$ cat config.mk
export PLATFORM = sky130hd
export DESIGN_NAME = char_stream_tokenizer
export DESIGN_NICKNAME = d
export VERILOG_FILES = /design/src/cst_pkg.sv /design/src/char_stream_tokenizer.sv /design/src/cst_front.sv /design/src/cst_queue.sv /design/src/cst_back.sv
export VERILOG_INCLUDE_DIRS = /design/src /design/src/src
export SDC_FILE = /design/constraint.sdc
export NUM_CORES = 1
export LEC_CHECK = 0
export BUFFER_PORTS_ARGS = -buffer_cell sky130_fd_sc_hd__buf_2
export CELL_PAD_IN_SITES_DETAIL_PLACEMENT = 1
export CELL_PAD_IN_SITES_GLOBAL_PLACEMENT = 1
export CORE_ASPECT_RATIO = 1.2
export CORE_UTILIZATION = 50
export DETAILED_ROUTE_END_ITERATION = 8
export MAX_ROUTING_LAYER = met4
export PLACE_DENSITY = 0.86
export SLEW_MARGIN = 20
export SYNTH_ARGS = -nofsm -noshare
export SYNTH_HDL_FRONTEND = slang
export SYNTH_HIERARCHICAL = 1
export SYNTH_SLANG_ARGS = --single-unit
$ cat constraint.sdc
create_clock -name i_clk -period 47.5 [get_ports i_clk]
set_input_delay 9.5 -clock i_clk [delete_from_list [all_inputs] [get_ports i_clk]]
set_output_delay 9.5 -clock i_clk [all_outputs]
set_load 0.01 [all_outputs]
$ cat src/char_stream_tokenizer_macros.svh
// Assertion helpers shared by the tokenizer modules.
`ifndef CHAR_STREAM_TOKENIZER_MACROS_SVH
`define CHAR_STREAM_TOKENIZER_MACROS_SVH

// A condition that must hold at every clock edge out of reset.
`define CST_ASSERT_ALWAYS(lbl, clk, rst_n, cond) \
    lbl: assert property (@(posedge clk) disable iff (!(rst_n)) (cond)) \
        else $error("assertion failed");

// A condition that, once seen, must be followed by another in the next cycle.
`define CST_ASSERT_NEXT(lbl, clk, rst_n, a, b) \
    lbl: assert property (@(posedge clk) disable iff (!(rst_n)) (a) |=> (b)) \
        else $error("assertion failed");

`endif

$ cat src/cst_pkg.sv
// ----------------------------------------------------------------------------
// Character stream tokenizer package
// Token kinds, character classes, keyword table and shared record types.
// ----------------------------------------------------------------------------
package cst_pkg;

    localparam int KW_MAX      = 5;
    localparam int KW_COUNT    = 6;
    localparam int QUEUE_DEPTH = 4;

    localparam logic [4:0] K_NEWLINE = 5'd0;
    localparam logic [4:0] K_IDENT   = 5'd1;
    localparam logic [4:0] K_INT     = 5'd2;
    localparam logic [4:0] K_FLOAT   = 5'd3;
    localparam logic [4:0] K_KW_BASE = 5'd4;
    localparam logic [4:0] K_ASSIGN  = 5'd10;
    localparam logic [4:0] K_ARROW   = 5'd11;
    localparam logic [4:0] K_DOTDOT  = 5'd12;
    localparam logic [4:0] K_COLON   = 5'd25;
    localparam logic [4:0] K_UNKNOWN = 5'd27;
    localparam logic [4:0] K_END     = 5'd28;

    localparam logic [30:0] VALUE_MAX = 31'h7FFF_FFFF;
    localparam logic [15:0] LEN_MAX   = 16'hFFFF;

    typedef enum logic [6:0] {
        M_IDLE  = 7'b0000001,
        M_WORD  = 7'b0000010,
        M_INT   = 7'b0000100,
        M_FLOAT = 7'b0001000,
        M_COLON = 7'b0010000,
        M_MINUS = 7'b0100000,
        M_DOT   = 7'b1000000
    } t_mode;

    typedef struct packed {
        logic [4:0]  kind;
        logic [15:0] line;
        logic [15:0] column;
        logic [31:0] offset;
        logic [15:0] length;
        logic [30:0] value;
    } t_token;

    // An accepted character that yields tokens yields one or two of them.
    typedef struct packed {
        logic   has_two;
        t_token tok1;
        t_token tok0;
    } t_grp;

    typedef logic [KW_MAX-1:0][7:0] t_kw_word;

    localparam t_kw_word KW_TEXT [KW_COUNT] = '{
        {8'h00, "n", "a", "p", "s"},
        {"e", "g", "n", "a", "r"},
        {8'h00, 8'h00, "c", "e", "v"},
        {8'h00, 8'h00, "l", "i", "n"},
        {8'h00, "l", "l", "u", "n"},
        {8'h00, 8'h00, "t", "e", "l"}
    };
    localparam logic [15:0] KW_LEN [KW_COUNT] = '{16'd4, 16'd5, 16'd3, 16'd3, 16'd4, 16'd3};

    function automatic logic is_digit(input logic [7:0] c);
        return c >= "0" && c <= "9";
    endfunction

    function automatic logic is_alpha(input logic [7:0] c);
        return (c >= "a" && c <= "z") || (c >= "A" && c <= "Z");
    endfunction

    function automatic logic is_word(input logic [7:0] c);
        return is_alpha(c) || is_digit(c) || c == "_";
    endfunction

    function automatic logic is_blank(input logic [7:0] c);
        return c == 8'h20 || c == 8'h09 || c == 8'h0B || c == 8'h0C || c == 8'h0D;
    endfunction

    // Single-character punctuation; an unmatched byte is an unknown token.
    function automatic logic [4:0] punct_kind(input logic [7:0] c);
        logic [4:0] k;
        k = K_UNKNOWN;
        case (c)
            "!": k = 5'd13;
            "#": k = 5'd14;
            "=": k = 5'd15;
            "(": k = 5'd16;
            ")": k = 5'd17;
            "<": k = 5'd18;
            ">": k = 5'd19;
            "[": k = 5'd20;
            "]": k = 5'd21;
            "{": k = 5'd22;
            "}": k = 5'd23;
            ",": k = 5'd24;
            ":": k = K_COLON;
            ";": k = 5'd26;
            default: k = K_UNKNOWN;
        endcase
        return k;
    endfunction

    function automatic logic [4:0] word_kind(input t_kw_word p, input logic [15:0] len);
        logic [4:0] k;
        logic       eq;
        k = K_IDENT;
        for (int i = 0; i < KW_COUNT; i++) begin
            eq = (len == KW_LEN[i]);
            for (int j = 0; j < KW_MAX; j++) begin
                if (j < KW_LEN[i] && p[j] != KW_TEXT[i][j]) begin
                    eq = 1'b0;
                end
            end
            if (eq) begin
                k = K_KW_BASE + 5'(i);
            end
        end
        return k;
    endfunction

endpackage

$ cat src/char_stream_tokenizer.sv
// A token reaches the outputs through the group queue and then the back end's hold
// register, once the item that completes it has been accepted.
// Throughput: one item per cycle while the queue is not full; an item that completes
// two tokens occupies the output for both, and the four-group queue absorbs bursts.
// Tokens leave one per cycle while pop is high, from the single output register.
// Reset is synchronous and active low; it returns the lexer to idle at line 1,
// column 1, offset 0, and empties the queue.
// ----------------------------------------------------------------------------
// Character stream tokenizer
// Lexes a byte stream into tokens with position, length and integer value.
// ----------------------------------------------------------------------------
module char_stream_tokenizer #(
    parameter int POS_BITS      = 16,
    parameter int OFFSET_BITS   = 32,
    parameter int KEYWORD_CHARS = 5
) (
    input  logic        i_clk,
    input  logic        i_rst_n,
    input  logic        push,
    output logic        full,
    input  logic [7:0]  i_char_code,
    output logic        empty,
    input  logic        pop,
    output logic [4:0]  o_token_kind,
    output logic [15:0] o_start_line,
    output logic [15:0] o_start_column,
    output logic [31:0] o_start_offset,
    output logic [15:0] o_token_length,
    output logic [30:0] o_int_value,
    output logic        o_run_end
);
    import cst_pkg::*;

    logic   accept, grp_valid, q_full, q_nonempty, q_pop;
    t_grp   grp, q_grp;
    t_token tok;

    assign full   = q_full;
    assign accept = push && !q_full;

    cst_front #(
        .POS_BITS      (POS_BITS),
        .OFFSET_BITS   (OFFSET_BITS),
        .KEYWORD_CHARS (KEYWORD_CHARS)
    ) u_front (
        .i_clk       (i_clk),
        .i_rst_n     (i_rst_n),
        .i_accept    (accept),
        .i_char_code (i_char_code),
        .o_grp_valid (grp_valid),
        .o_grp       (grp)
    );

    cst_queue u_queue (
        .i_clk      (i_clk),
        .i_rst_n    (i_rst_n),
        .i_push     (grp_valid),
        .i_grp      (grp),
        .o_full     (q_full),
        .i_pop      (q_pop),
        .o_nonempty (q_nonempty),
        .o_grp      (q_grp)
    );

    cst_back u_back (
        .i_clk        (i_clk),
        .i_rst_n      (i_rst_n),
        .i_q_nonempty (q_nonempty),
        .i_q_grp      (q_grp),
        .o_q_pop      (q_pop),
        .i_pop        (pop),
        .o_empty      (empty),
        .o_tok        (tok),
        .o_run_end    (o_run_end)
    );

    assign o_token_kind   = tok.kind;
    assign o_start_line   = tok.line;
    assign o_start_column = tok.column;
    assign o_start_offset = tok.offset;
    assign o_token_length = tok.length;
    assign o_int_value    = tok.value;

endmodule

$ cat src/cst_front.sv
// ----------------------------------------------------------------------------
// Tokenizer front end
// Holds the lexer state, classifies each item and forms its token group.
// ----------------------------------------------------------------------------
module cst_front #(
    parameter int POS_BITS      = 16,
    parameter int OFFSET_BITS   = 32,
    parameter int KEYWORD_CHARS = 5
) (
    input  logic          i_clk,
    input  logic          i_rst_n,
    input  logic          i_accept,
    input  logic [7:0]    i_char_code,
    output logic          o_grp_valid,
    output cst_pkg::t_grp o_grp
);
    import cst_pkg::*;

    t_mode                              r_mode, n_mode;
    logic [POS_BITS-1:0]                r_line, n_line, r_col, n_col;
    logic [OFFSET_BITS-1:0]             r_off, n_off;
    logic [15:0]                        r_tok_line, n_tok_line, r_tok_col, n_tok_col;
    logic [31:0]                        r_tok_off, n_tok_off;
    logic [15:0]                        r_tok_len, n_tok_len;
    logic [30:0]                        r_acc, n_acc;
    logic [KEYWORD_CHARS-1:0][7:0]      r_prefix, n_prefix;
    logic                               r_long, n_long;

    logic        adv, do_idle, pend_v, new_v;
    t_token      pend, tnew;
    logic [34:0] acc_x10;
    logic [7:0]  c;
    logic [15:0] len_inc;

    assign c       = i_char_code;
    assign len_inc = (r_tok_len == LEN_MAX) ? r_tok_len : r_tok_len + 16'd1;
    assign acc_x10 = {1'b0, r_acc, 3'b000} + {3'b000, r_acc, 1'b0}
                   + {31'd0, c[3:0] - 4'd0};

    always_comb begin
        n_mode     = r_mode;
        n_line     = r_line;
        n_col      = r_col;
        n_off      = r_off;
        n_tok_line = r_tok_line;
        n_tok_col  = r_tok_col;
        n_tok_off  = r_tok_off;
        n_tok_len  = r_tok_len;
        n_acc      = r_acc;
        n_prefix   = r_prefix;
        n_long     = r_long;
        adv        = 1'b0;
        do_idle    = 1'b0;
        pend_v     = 1'b0;
        new_v      = 1'b0;
        pend       = '{kind: K_IDENT, line: r_tok_line, column: r_tok_col,
                       offset: r_tok_off, length: r_tok_len, value: '0};
        tnew       = '{kind: K_UNKNOWN, line: 16'(r_line), column: 16'(r_col),
                       offset: 32'(r_off), length: 16'd1, value: '0};

        unique case (r_mode)
            M_WORD: begin
                if (is_word(c)) begin
                    for (int i = 0; i < KEYWORD_CHARS; i++) begin
                        if (r_tok_len == 16'(i)) begin
                            n_prefix[i] = c;
                        end
                    end
                    if (r_tok_len >= 16'(KEYWORD_CHARS)) begin
                        n_long = 1'b1;
                    end
                    n_tok_len = len_inc;
                    adv       = 1'b1;
                end else begin
                    pend_v    = 1'b1;
                    pend.kind = r_long ? K_IDENT : word_kind(r_prefix[KW_MAX-1:0], r_tok_len);
                    do_idle   = 1'b1;
                end
            end
            M_INT: begin
                if (is_digit(c)) begin
                    n_acc     = (acc_x10 > {4'd0, VALUE_MAX}) ? VALUE_MAX : acc_x10[30:0];
                    n_tok_len = len_inc;
                    adv       = 1'b1;
                end else if (c == ".") begin
                    n_mode    = M_FLOAT;
                    n_tok_len = len_inc;
                    adv       = 1'b1;
                end else begin
                    pend_v     = 1'b1;
                    pend.kind  = K_INT;
                    pend.value = r_acc;
                    do_idle    = 1'b1;
                end
            end
            M_FLOAT: begin
                if (is_digit(c)) begin
                    n_tok_len = len_inc;
                    adv       = 1'b1;
                end else begin
                    pend_v     = 1'b1;
                    pend.kind  = K_FLOAT;
                    pend.value = r_acc;
                    do_idle    = 1'b1;
                end
            end
            M_COLON, M_MINUS, M_DOT: begin
                pend_v = 1'b1;
                if ((r_mode == M_COLON && c == "=") || (r_mode == M_MINUS && c == ">")
                        || (r_mode == M_DOT && c == ".")) begin
                    pend.length = 16'd2;
                    pend.kind   = (r_mode == M_COLON) ? K_ASSIGN
                                : (r_mode == M_MINUS) ? K_ARROW : K_DOTDOT;
                    n_mode      = M_IDLE;
                    adv         = 1'b1;
                end else begin
                    pend.kind = (r_mode == M_COLON) ? K_COLON : K_UNKNOWN;
                    do_idle   = 1'b1;
                end
            end
            default: begin
                do_idle = 1'b1;
            end
        endcase

        if (do_idle) begin
            n_mode = M_IDLE;
            if (c == 8'h00) begin
                new_v       = 1'b1;
                tnew.kind   = K_END;
                tnew.length = 16'd0;
            end else if (c == 8'h0A) begin
                new_v     = 1'b1;
                tnew.kind = K_NEWLINE;
                adv       = 1'b1;
            end else if (is_blank(c)) begin
                adv = 1'b1;
            end else if (is_alpha(c) || c == "_" || is_digit(c)
                    || c == ":" || c == "-" || c == ".") begin
                // Start of a token whose end is seen only on a later item.
                n_tok_line = 16'(r_line);
                n_tok_col  = 16'(r_col);
                n_tok_off  = 32'(r_off);
                n_tok_len  = 16'd1;
                adv        = 1'b1;
                if (is_digit(c)) begin
                    n_mode = M_INT;
                    n_acc  = {27'd0, c[3:0]};
                end else if (c == ":") begin
                    n_mode = M_COLON;
                end else if (c == "-") begin
                    n_mode = M_MINUS;
                end else if (c == ".") begin
                    n_mode = M_DOT;
                end else begin
                    n_mode      = M_WORD;
                    n_prefix    = '0;
                    n_prefix[0] = c;
                    n_long      = 1'b0;
                end
            end else begin
                new_v     = 1'b1;
                tnew.kind = punct_kind(c);
                adv       = 1'b1;
            end
        end

        if (adv) begin
            if (c == 8'h0A) begin
                if (r_line != '1) begin
                    n_line = r_line + 1'b1;
                end
                n_col = POS_BITS'(1);
            end else if (r_col != '1) begin
                n_col = r_col + 1'b1;
            end
            n_off = r_off + 1'b1;
        end
    end

    always_comb begin
        o_grp.has_two = pend_v && new_v;
        o_grp.tok0    = pend_v ? pend : tnew;
        o_grp.tok1    = tnew;
        o_grp_valid   = i_accept && (pend_v || new_v);
    end

    always_ff @(posedge i_clk) begin
        if (!i_rst_n) begin
            r_mode     <= M_IDLE;
            r_line     <= POS_BITS'(1);
            r_col      <= POS_BITS'(1);
            r_off      <= '0;
            r_tok_line <= 16'd1;
            r_tok_col  <= 16'd1;
            r_tok_off  <= '0;
            r_tok_len  <= '0;
            r_acc      <= '0;
            r_prefix   <= '0;
            r_long     <= 1'b0;
        end else if (i_accept) begin
            r_mode     <= n_mode;
            r_line     <= n_line;
            r_col      <= n_col;
            r_off      <= n_off;
            r_tok_line <= n_tok_line;
            r_tok_col  <= n_tok_col;
            r_tok_off  <= n_tok_off;
            r_tok_len  <= n_tok_len;
            r_acc      <= n_acc;
            r_prefix   <= n_prefix;
            r_long     <= n_long;
        end
    end

endmodule

$ cat src/cst_queue.sv
// ----------------------------------------------------------------------------
// Tokenizer group queue
// Short queue of token groups between the front and back ends.
// ----------------------------------------------------------------------------
`include "char_stream_tokenizer_macros.svh"

module cst_queue (
    input  logic          i_clk,
    input  logic          i_rst_n,
    input  logic          i_push,
    input  cst_pkg::t_grp i_grp,
    output logic          o_full,
    input  logic          i_pop,
    output logic          o_nonempty,
    output cst_pkg::t_grp o_grp
);
    import cst_pkg::*;

    localparam int PTR_W = $clog2(QUEUE_DEPTH);

    t_grp             r_mem [QUEUE_DEPTH];
    logic [PTR_W-1:0] r_wr, r_rd;
    logic [PTR_W:0]   r_count;

    assign o_full     = (r_count == (PTR_W+1)'(QUEUE_DEPTH));
    assign o_nonempty = (r_count != '0);
    assign o_grp      = r_mem[r_rd];

    always_ff @(posedge i_clk) begin
        if (i_push) begin
            r_mem[r_wr] <= i_grp;
        end
    end

    always_ff @(posedge i_clk) begin
        if (!i_rst_n) begin
            r_wr    <= '0;
            r_rd    <= '0;
            r_count <= '0;
        end else begin
            if (i_push) begin
                r_wr <= r_wr + 1'b1;
            end
            if (i_pop) begin
                r_rd <= r_rd + 1'b1;
            end
            r_count <= r_count + (PTR_W+1)'(i_push) - (PTR_W+1)'(i_pop);
        end
    end

    `CST_ASSERT_ALWAYS(a_count_bound, i_clk, i_rst_n, r_count <= (PTR_W+1)'(QUEUE_DEPTH))
    `CST_ASSERT_ALWAYS(a_no_overflow, i_clk, i_rst_n, !(i_push && o_full && !i_pop))
    `CST_ASSERT_ALWAYS(a_no_underflow, i_clk, i_rst_n, !(i_pop && !o_nonempty))
    `CST_ASSERT_NEXT(a_fill, i_clk, i_rst_n, i_push && !i_pop, r_count == $past(r_count) + 1'b1)

endmodule

$ cat src/cst_back.sv
// ----------------------------------------------------------------------------
// Tokenizer back end
// Takes token groups from the queue and presents their tokens one by one.
// ----------------------------------------------------------------------------
module cst_back (
    input  logic           i_clk,
    input  logic           i_rst_n,
    input  logic           i_q_nonempty,
    input  cst_pkg::t_grp  i_q_grp,
    output logic           o_q_pop,
    input  logic           i_pop,
    output logic           o_empty,
    output cst_pkg::t_token o_tok,
    output logic           o_run_end
);
    import cst_pkg::*;

    t_grp r_hold;
    logic r_valid, r_second;
    logic take, last, load;

    assign take      = i_pop && r_valid;
    assign last      = r_second || !r_hold.has_two;
    assign load      = (!r_valid || (take && last)) && i_q_nonempty;
    assign o_q_pop   = load;
    assign o_empty   = !r_valid;
    assign o_tok     = r_second ? r_hold.tok1 : r_hold.tok0;
    assign o_run_end = last;

    always_ff @(posedge i_clk) begin
        if (load) begin
            r_hold <= i_q_grp;
        end
    end

    always_ff @(posedge i_clk) begin
        if (!i_rst_n) begin
            r_valid  <= 1'b0;
            r_second <= 1'b0;
        end else if (!r_valid || (take && last)) begin
            r_valid  <= i_q_nonempty;
            r_second <= 1'b0;
        end else if (take) begin
            r_second <= 1'b1;
        end
    end

endmodule
==> summary by stage, run 1 <==
Drt
The DRC violation count after routing is 0. Wires add up to 147000 um. For this block, the initial DRC count from the detailed router was 3082. Dividing the detail-routed wire length by the instance count gives 28.1 um.

The count of antenna-violating nets left after detailed routing is 0. For this run, the detailed router's first-pass iteration total came to 5. The number of vias after detailed routing is 31921. The post-detailed-route via-to-cell ratio is 6.09.

Synthesis
The share of async-settable or async-resettable flops after synthesis is 0%. The most used flip-flop cell after synthesis is edfxtp_1. The dominant cell type by area after synthesis is edfxtp_1. The post-synthesis cell area is 56300 um^2. The most used standard cell by instance count after synthesis is edfxtp_1. The number of flops mapped to enable cells by yosys is 1165. Each instance of the synthesized netlist takes up on average 16.2 um^2. The netlist uses 85 different library cells.

Of the post-synthesis cell area, the dominant cell type holds 62.1%. After synthesis, the most frequently instantiated cells are edfxtp_1, nand2_1, dfxtp_1, mux4_2, nor2_1. Ranked by total cell area, the synthesized netlist is headed by edfxtp_1, mux4_2, dfxtp_1.

The count of warnings emitted by yosys is 6. Sequential elements use 70.5% of the synthesized area. The instance count of the mapped netlist is 3485. In this run, synthesis produced a sequential element count of 1399.

Place
The half-perimeter wire length after detailed placement is 82200 um. The placement-stage cell area is 58200 um^2. The count of buffers from port buffering is 130. In this run, placement finished with an instance count of 4981.

The congestion estimate from routability-driven global placement came to 0.860.

STA
Setup violations remaining at the end of the flow were counted as 0. In this run the tightest slew margin relative to its limit is 20.9%. The hold violation total from the final report is 0.

The maximum operating frequency is 68.3 MHz. For the finished layout, the period the worst path requires is 14.65 ns. The max-slew violation count is 0. The final clock period utilization by the worst path is 30.8%.

The total negative setup slack is 0 ns. Clock skew on the completed layout was measured at 0.0465 ns. Setup repair after global routing left no endpoint under its margin. At the pin with the least slew margin, the transition time is 1.19 ns.

Worst setup path
The buffers plus inverters on the worst setup path is 3. Walking the worst path, the cells encountered are buf_2 > o21ai_0 > o2bb2ai_1 > o21ai_0 > a221oi_4 > and2_1 > or3b_2 > a21oi_1 > and2_4 > buf_12 > buf_4. Among all stages on the critical path, the largest delay is contributed by a21oi_1. The worst register-to-register path ends at u_queue/r_mem[1][126]. STA puts the critical path data required time at 47.87 ns. The launching point of the worst reg2reg path is u_front/r_mode[4]. STA classifies the critical path endpoint as a register. By startpoint and endpoint, the worst setup path is classified as input pin to register. At the worst endpoint, the arrival time is 15.01 ns. The startpoint kind of the worst setup timing path is an input pin. The highest net fanout along the worst path is 61. The largest single stage delay on the critical path is 0.87 ns. The worst reg-to-reg setup slack is 41.70 ns.

The critical path's most frequent cell is o21ai_0. The worst register-to-register path has a depth of 9. The family with the most delay on the worst path is compound AO/OA/AOI/OAI gates.

Pwr
The total power density per cell area is 53.7 nW/um^2. Summed over all cells, the static leakage comes to 21.0 nW. IR analysis of the VDD net gives a maximum drop of 0.0631 mV.

GRT
The overall track demand over capacity in global routing is 26.9%. The via count of the first global-routing pass is 34214. The first global-routing pass estimated 221000 um of wire. Entering global routing, the biggest net connects 162 pins. Global routing finished with a remaining overflow of 0.

The number of antenna violations at the first check in global routing is 6.

Floorplan
The height of the die is 370 um. The core area is 111000 um^2. The number of rows created at floorplan is 134. The number of primary I/O pins is 131.

The initial core utilization is 50.5%. The die outline area is 114000 um^2. From left edge to right edge, the die measures 308 um.

Hold path
The worst hold path passes through 2 cells. The worst min-delay path startpoint is u_front/r_tok_col[6]. The worst hold path terminates at u_front/r_tok_col[6]. The class of the most critical hold timing path is register to register.

Status
The flow ran to the end, and the final reports show no timing, DRC or antenna violations.

Cells and area
The post-route netlist has 20.2% of its cells at a drive strength greater than 1. The area growth from synthesis to layout is 11.4%. The number of nets at the end of the flow is 3715.

The design area is 62700 um^2. The final core utilization is 56.3%. The count of cells in the finished layout, fillers not included, comes to 5238.

CTS
TritonCTS created 138 clock buffers. In this run the number of H-tree levels came out at 4. The buffer type at the clock tree root is clkbuf_16. The clock latency of the later-clocked register in the worst-skew pair is 0.78 ns. The number of sinks on the clock net is 1399. The number of gates resized after CTS is 0. The TritonCTS clock tree is done. No sink is reached through more buffers than the 3 on the longest clock path.

The clock edge transition at the registers on the reported setup and hold paths is 0.06 ns. The setup fix buffers added after clock tree synthesis is 0. For this design, the CTS-stage hold fixing added 0 buffers.

Flow run
The number of maximum-capacitance constraint violations is 0.
tightest hold or removal path, stage by stage (launching register included):
cell and delay [ns]:
dfxtp_1 0.31, nand2_1 0.05, a21oi_1 0.05
how the worst max path moves through the flow:
stage | startpoint | to | slack (ns) | cells after the start
2_1_floorplan | pop | u_queue/r_count[1] | 25.16 | 7
3_3_place_gp | i_char_code[2] | u_queue/r_mem[1][40] | 32.31 | 10
3_5_place_dp | i_char_code[2] | u_queue/r_mem[1][40] | 32.36 | 11
4_1_cts | i_char_code[2] | u_queue/r_mem[1][1] | 33.01 | 11
5_1_grt | i_char_code[2] | u_queue/r_mem[1][129] | 32.69 | 11
6_report | i_char_code[2] | u_queue/r_mem[1][126] | 32.85 | 11
cells in the final DEF (no fill, tap or decap), drive strengths merged, types with 7 or more instances in the layout:
cell type / netlist / final
o211ai: 10 / 10
a22o: 26 / 26
nand3: 55 / 55
and2: 59 / 59
ha: 74 / 74
xnor2: 46 / 46
a21oi: 152 / 152
clkbuf: 89 / 204
dfxtp: 234 / 234
nor2b: 27 / 27
or3: 20 / 20
nand4b: 7 / 7
and3: 23 / 23
conb: 1 / 46
clkinv: 0 / 32
xor2: 38 / 38
nand2: 428 / 428
nor3: 36 / 36
nand2b: 18 / 18
nand4: 25 / 25
buf: 126 / 171
a22oi: 16 / 16
mux4: 233 / 233
a21o: 14 / 14
mux2i: 8 / 8
a211oi: 11 / 11
a31oi: 16 / 16
mux2: 117 / 117
bufinv: 0 / 7
nor4: 14 / 14
a32oi: 16 / 16
edfxtp: 1165 / 1165
nor2: 171 / 171
o21ai: 75 / 75
inv: 49 / 53
layer usage:
metal  track usage, %  routed length, um  vias to the layer above
met3             4.71               9170                      310
met5                -                  0                        -
met4             10.2               5000                        0
met2             45.1              76100                     1451
met1             32.6              57100                    16606
li1                 -                  -                    13554
kinds of logic (layout without fill, tap and decap cells):
group	after synthesis	after routing	synth area share, %
mux	358	358	12.0
flops	1399	1399	70.5
other cells	1	49	0.00666
buf+inv	264	473	2.53
fa+ha+maj	77	77	1.75
xor+xnor	85	85	1.35
simple gates	915	915	7.52
compound gates	386	386	4.39
state kept, by name, indices dropped and copies added (netlist names), named ones only:
register,flops
u_back/r_hold,233
u_back/r_second,1
u_back/r_valid,1
u_front/r_acc,27
u_front/r_col,16
u_front/r_line,16
u_front/r_long,1
u_front/r_mode,7
u_front/r_off,32
u_front/r_prefix,40
u_front/r_tok_col,16
u_front/r_tok_len,16
u_front/r_tok_line,16
u_front/r_tok_off,32
u_queue/r_count,3
u_queue/r_mem,932
u_queue/r_rd,2
u_queue/r_wr,2
per-stage QoR:
stage	setup slack [ns]	total power [mW]	hold WS [ns]
2_1_floorplan	25.16	2.11	0.437
4_1_cts	33.01	3.40	0.458
3_5_place_dp	32.36	2.29	0.448
3_3_place_gp	32.31	2.24	0.441
5_1_grt	32.69	3.47	0.491
6_report	32.85	3.37	0.460
area by class of cell:
type	count	area, um^2
timing repair buffer	171	1030
tap	1496	1870
multi-input combinational	1867	15400
clock inverter	49	485
fill	10094	48800
antenna	3	7.51
clock buffer	204	4030
sequential	1399	39700
inverter	49	186
where the power goes:
| part | leakage, nW | total (mW) | switching [mW] | internal (mW) |
|---|---|---|---|---|
| combinational | 6.18 | 0.613 | 0.358 | 0.255 |
| sequential | 12.6 | 1.66 | 0.0799 | 1.58 |
| clock | 2.19 | 1.10 | 0.470 | 0.629 |
Power figures use the tool's default switching activity.
==> run 2: changes to the inputs <==
==> constraint.sdc (replaced) <==
create_clock -name i_clk -period 14.4 [get_ports i_clk]
set_input_delay 2.88 -clock i_clk [delete_from_list [all_inputs] [get_ports i_clk]]
set_output_delay 2.88 -clock i_clk [all_outputs]
set_load 0.01 [all_outputs]
==> run 2 against run 1 <==
Net effect: non-clock buffer count up 1; routed wire length rose by 2.6%; utilization decreased by 0.073 points; global-route usage is 0.63 points higher; clock skew decreased by 0.012 ns; register-to-register slack worse by 34 ns; cell area down 0.13%.
==> summary by stage, run 2 (synthesis gave the netlist of run 1 again) <==
STA
The clock period minus final worst setup slack is 8.36 ns. The total negative setup slack is 0 ns (unchanged). The final clock period utilization by the worst path is 58.1%. The hold violation total from the final report is 0 (unchanged). The final setup violation count was 0 (unchanged).

The max-slew violation count is 0 (unchanged). The tightest hold margin is 0.460 ns (about the same). The final critical-path setup slack is 6.04 ns (was 32.85 ns). The actual transition at the worst max-transition pin is 1.31 ns (was 1.19 ns). The worst slew margin relative to its limit was 12.0% (was 20.9%). RSZ-0062 raised after global routing: no (unchanged).

The maximum operating frequency is 120 MHz. The clock tree skew after final layout is 0.0348 ns (was 0.0465 ns).

Floorplan
The number of primary I/O pins is 131 (unchanged). The core area was 111000 um^2 (unchanged). The die outline area is 114000 um^2 (unchanged).

The initial core utilization is 50.5% (unchanged). The number of rows created at floorplan came to 134 (unchanged). The x dimension of the die is 308 um (unchanged). The height of the die is 370 um (unchanged).

Place
The count of buffers from port buffering is 130 (unchanged). The setup slack at placement is 5.00 ns (was 32.36 ns). The final weighted congestion of routability-driven global placement is 0.845 (was 0.860). The half-perimeter wire length after detailed placement is 84300 um (was 82200 um). The placement-stage cell area is 58200 um^2 (about the same). The cell count after placement is 4980 (was 4981).

Status
Outcome: complete, no violations (unchanged).

Drt
The routed length per instance is 28.9 um (was 28.1 um). The post-detailed-route via-to-cell ratio came to 6.18 (was 6.09). The total routed wirelength is 151000 um (was 147000 um). The count of antenna-violating nets left after detailed routing came to 0 (unchanged). The iteration count of the initial detailed-routing pass is 5 (unchanged). The DRC violation count after routing came to 0 (unchanged).

The number of violations reported at the end of detailed-routing iteration 0 is 3259 (was 3082). The number of vias after detailed routing came to 32354 (was 31921).

Cells and area
The area used by multi-input combinational logic is 15400 um^2 (about the same). The relative area change from synthesis to final layout came to 11.3% (was 11.4%). The number of nets at the end of the flow is 3713 (was 3715). The most flop-heavy register is u_queue/r_mem (unchanged). The final standard cell count with taps included and fillers excluded is 5237 (was 5238). The fraction of final layout cells with drive strength greater than 1 is 20.4% (was 20.2%). Registers with the most flip-flops: u_queue/r_mem: 932 flops, u_back/r_hold: 233 flops, u_front/r_prefix: 40 flops (unchanged). The number of flip-flops under the largest register name was 932 (unchanged). The sequential cell area came to 39700 um^2 (unchanged). Commonest cells after routing, fill and taps aside: edfxtp_1, nand2_1, mux4_2 (unchanged).

The filler cell count is 10162 (was 10094). The most common cell after layout, fill and taps aside is edfxtp_1 (unchanged). The design area is 62700 um^2 (about the same).

Pwr
The part of the total power dissipated in combinational logic is 18.4% (was 18.2%). The switching share of power is 27.6% (was 26.9%). The leakage power came to 20.9 nW (was 21.0 nW). The total power density per cell area is 177 nW/um^2 (was 53.7 nW/um^2). The clock power share came to 32.2% (was 32.6%). The switching power was 3.06 mW (was 0.908 mW). The peak supply drop was 0.148 mV (was 0.0631 mV). The sequential share of power was 49.4% (was 49.2%). The cell-internal power is 8.04 mW (was 2.46 mW).

CTS
The setup fix buffers added after clock tree synthesis came to 0 (unchanged). The number of gates resized after CTS came to 0 (unchanged). The number of sinks on the clock net is 1399 (unchanged).

The buffer type at the clock tree root is clkbuf_16 (unchanged). The number of buffers created by CTS came to 135 (was 138). The clock edge transition at the registers on the reported setup and hold paths was 0.06 ns (about the same).

The TritonCTS clock tree is done (unchanged). The clock latency of the later-clocked register in the worst-skew pair is 0.78 ns (about the same). The maximum count of clock buffers along a single path is 3 (unchanged). The total of hold buffers inserted after clock tree synthesis was 0 (unchanged). The H-tree depth was 4 (unchanged).

Worst setup path
The capture point of the worst reg-to-reg path is u_queue/r_mem[2][64] (was u_queue/r_mem[1][126]). The data required time at the worst endpoint is 14.80 ns (was 47.87 ns). The endpoint class of the critical path is a register (unchanged). The worst reg-to-reg setup slack is 8.02 ns (was 41.70 ns). The critical setup path kind was input pin to register (unchanged). The depth of the worst register-to-register path is 10 (was 9).

The critical path arrival is 8.77 ns (was 15.01 ns). The startpoint kind of the worst setup timing path is an input pin (unchanged). The highest net fanout along the worst path is 51 (was 61).

The launching point of the worst reg2reg path is u_front/r_mode[5] (was u_front/r_mode[4]).

GRT
The via count of the first global-routing pass is 34309 (was 34214). The aggregate global routing overflow came to 0 (unchanged). The overall track demand over capacity in global routing is 27.5% (was 26.9%). The number of antenna violations at the first check in global routing was 7 (was 6). The largest net degree at the start of global routing is 135 (was 162). The global-route wire length before repair is 225000 um (was 221000 um).

Flow run
The number of maximum-capacitance constraint violations is 0 (unchanged).

Hold path
The class of the most critical hold timing path was register to register (unchanged). The worst-case hold path end point is u_front/r_tok_off[6] (was u_front/r_tok_col[6]). The worst min-delay path startpoint is u_front/r_tok_off[6] (was u_front/r_tok_col[6]).

The cell depth of the worst hold path is 2 (unchanged).
## run 2: critical path: stages
cell	delay, ns
buf_2	0.48
o21ai_0	0.26
o2bb2ai_1	0.20
o21ai_0	0.62
a221oi_4	0.34
and2_1	0.33
or3b_2	0.51
a21oi_1	0.90
and2_4	0.71
buf_4	0.63
buf_4	0.78
## run 2: per-stage QoR
step / power [mW] / utilization (%)
2_1_floorplan: 6.88 / -
6_report: 11.1 / 56.2
3_5_place_dp: 7.54 / 52.2
4_1_cts: 11.2 / 56.1
3_3_place_gp: 7.41 / 52.2
5_1_grt: 11.4 / 56.2
## run 2: worst max path at each step
stage	from	end	slack [ns]	cells past startpoint
after floorplan	i_char_code[3]	u_queue/r_mem[0][0]	3.33	9
after global placement	i_char_code[2]	u_queue/r_mem[2][226]	5.40	11
after detailed placement	i_char_code[2]	u_queue/r_mem[2][198]	5.00	11
after CTS	i_char_code[2]	u_queue/r_mem[2][73]	5.72	11
after global routing	i_char_code[2]	u_queue/r_mem[2][76]	5.88	11
final	i_char_code[2]	u_queue/r_mem[2][64]	6.04	11
## run 2: area by class of cell
cell class,instances,area share (%)
Antenna cell,5,0.0200
Clock buffer,188,6.10
Clock inverter,61,0.979
Inverter,49,0.298
Multi-Input combinational cell,1867,24.7
Sequential cell,1399,63.3
Tap cell,1496,2.99
Timing Repair Buffer,172,1.63
## run 2: metal layers
metal  routed length, um  up-vias  global-route usage (%)
met3                9800      314                    4.55
met2               78200     1565                    46.0
li1                    -    13560                       -
met1               58900    16915                    34.3
met4                4330        0                    8.82
met5                   0        -                       -
## run 2: power groups by stage
stage | Clock [mW] | Combinational, mW | Sequential [mW]
after floorplan | 0 | 1.37 | 5.51
after global placement | 0 | 1.95 | 5.46
after detailed placement | 0 | 2.01 | 5.53
after CTS | 3.61 | 2.06 | 5.49
after global routing | 3.73 | 2.15 | 5.53
final | 3.57 | 2.04 | 5.49
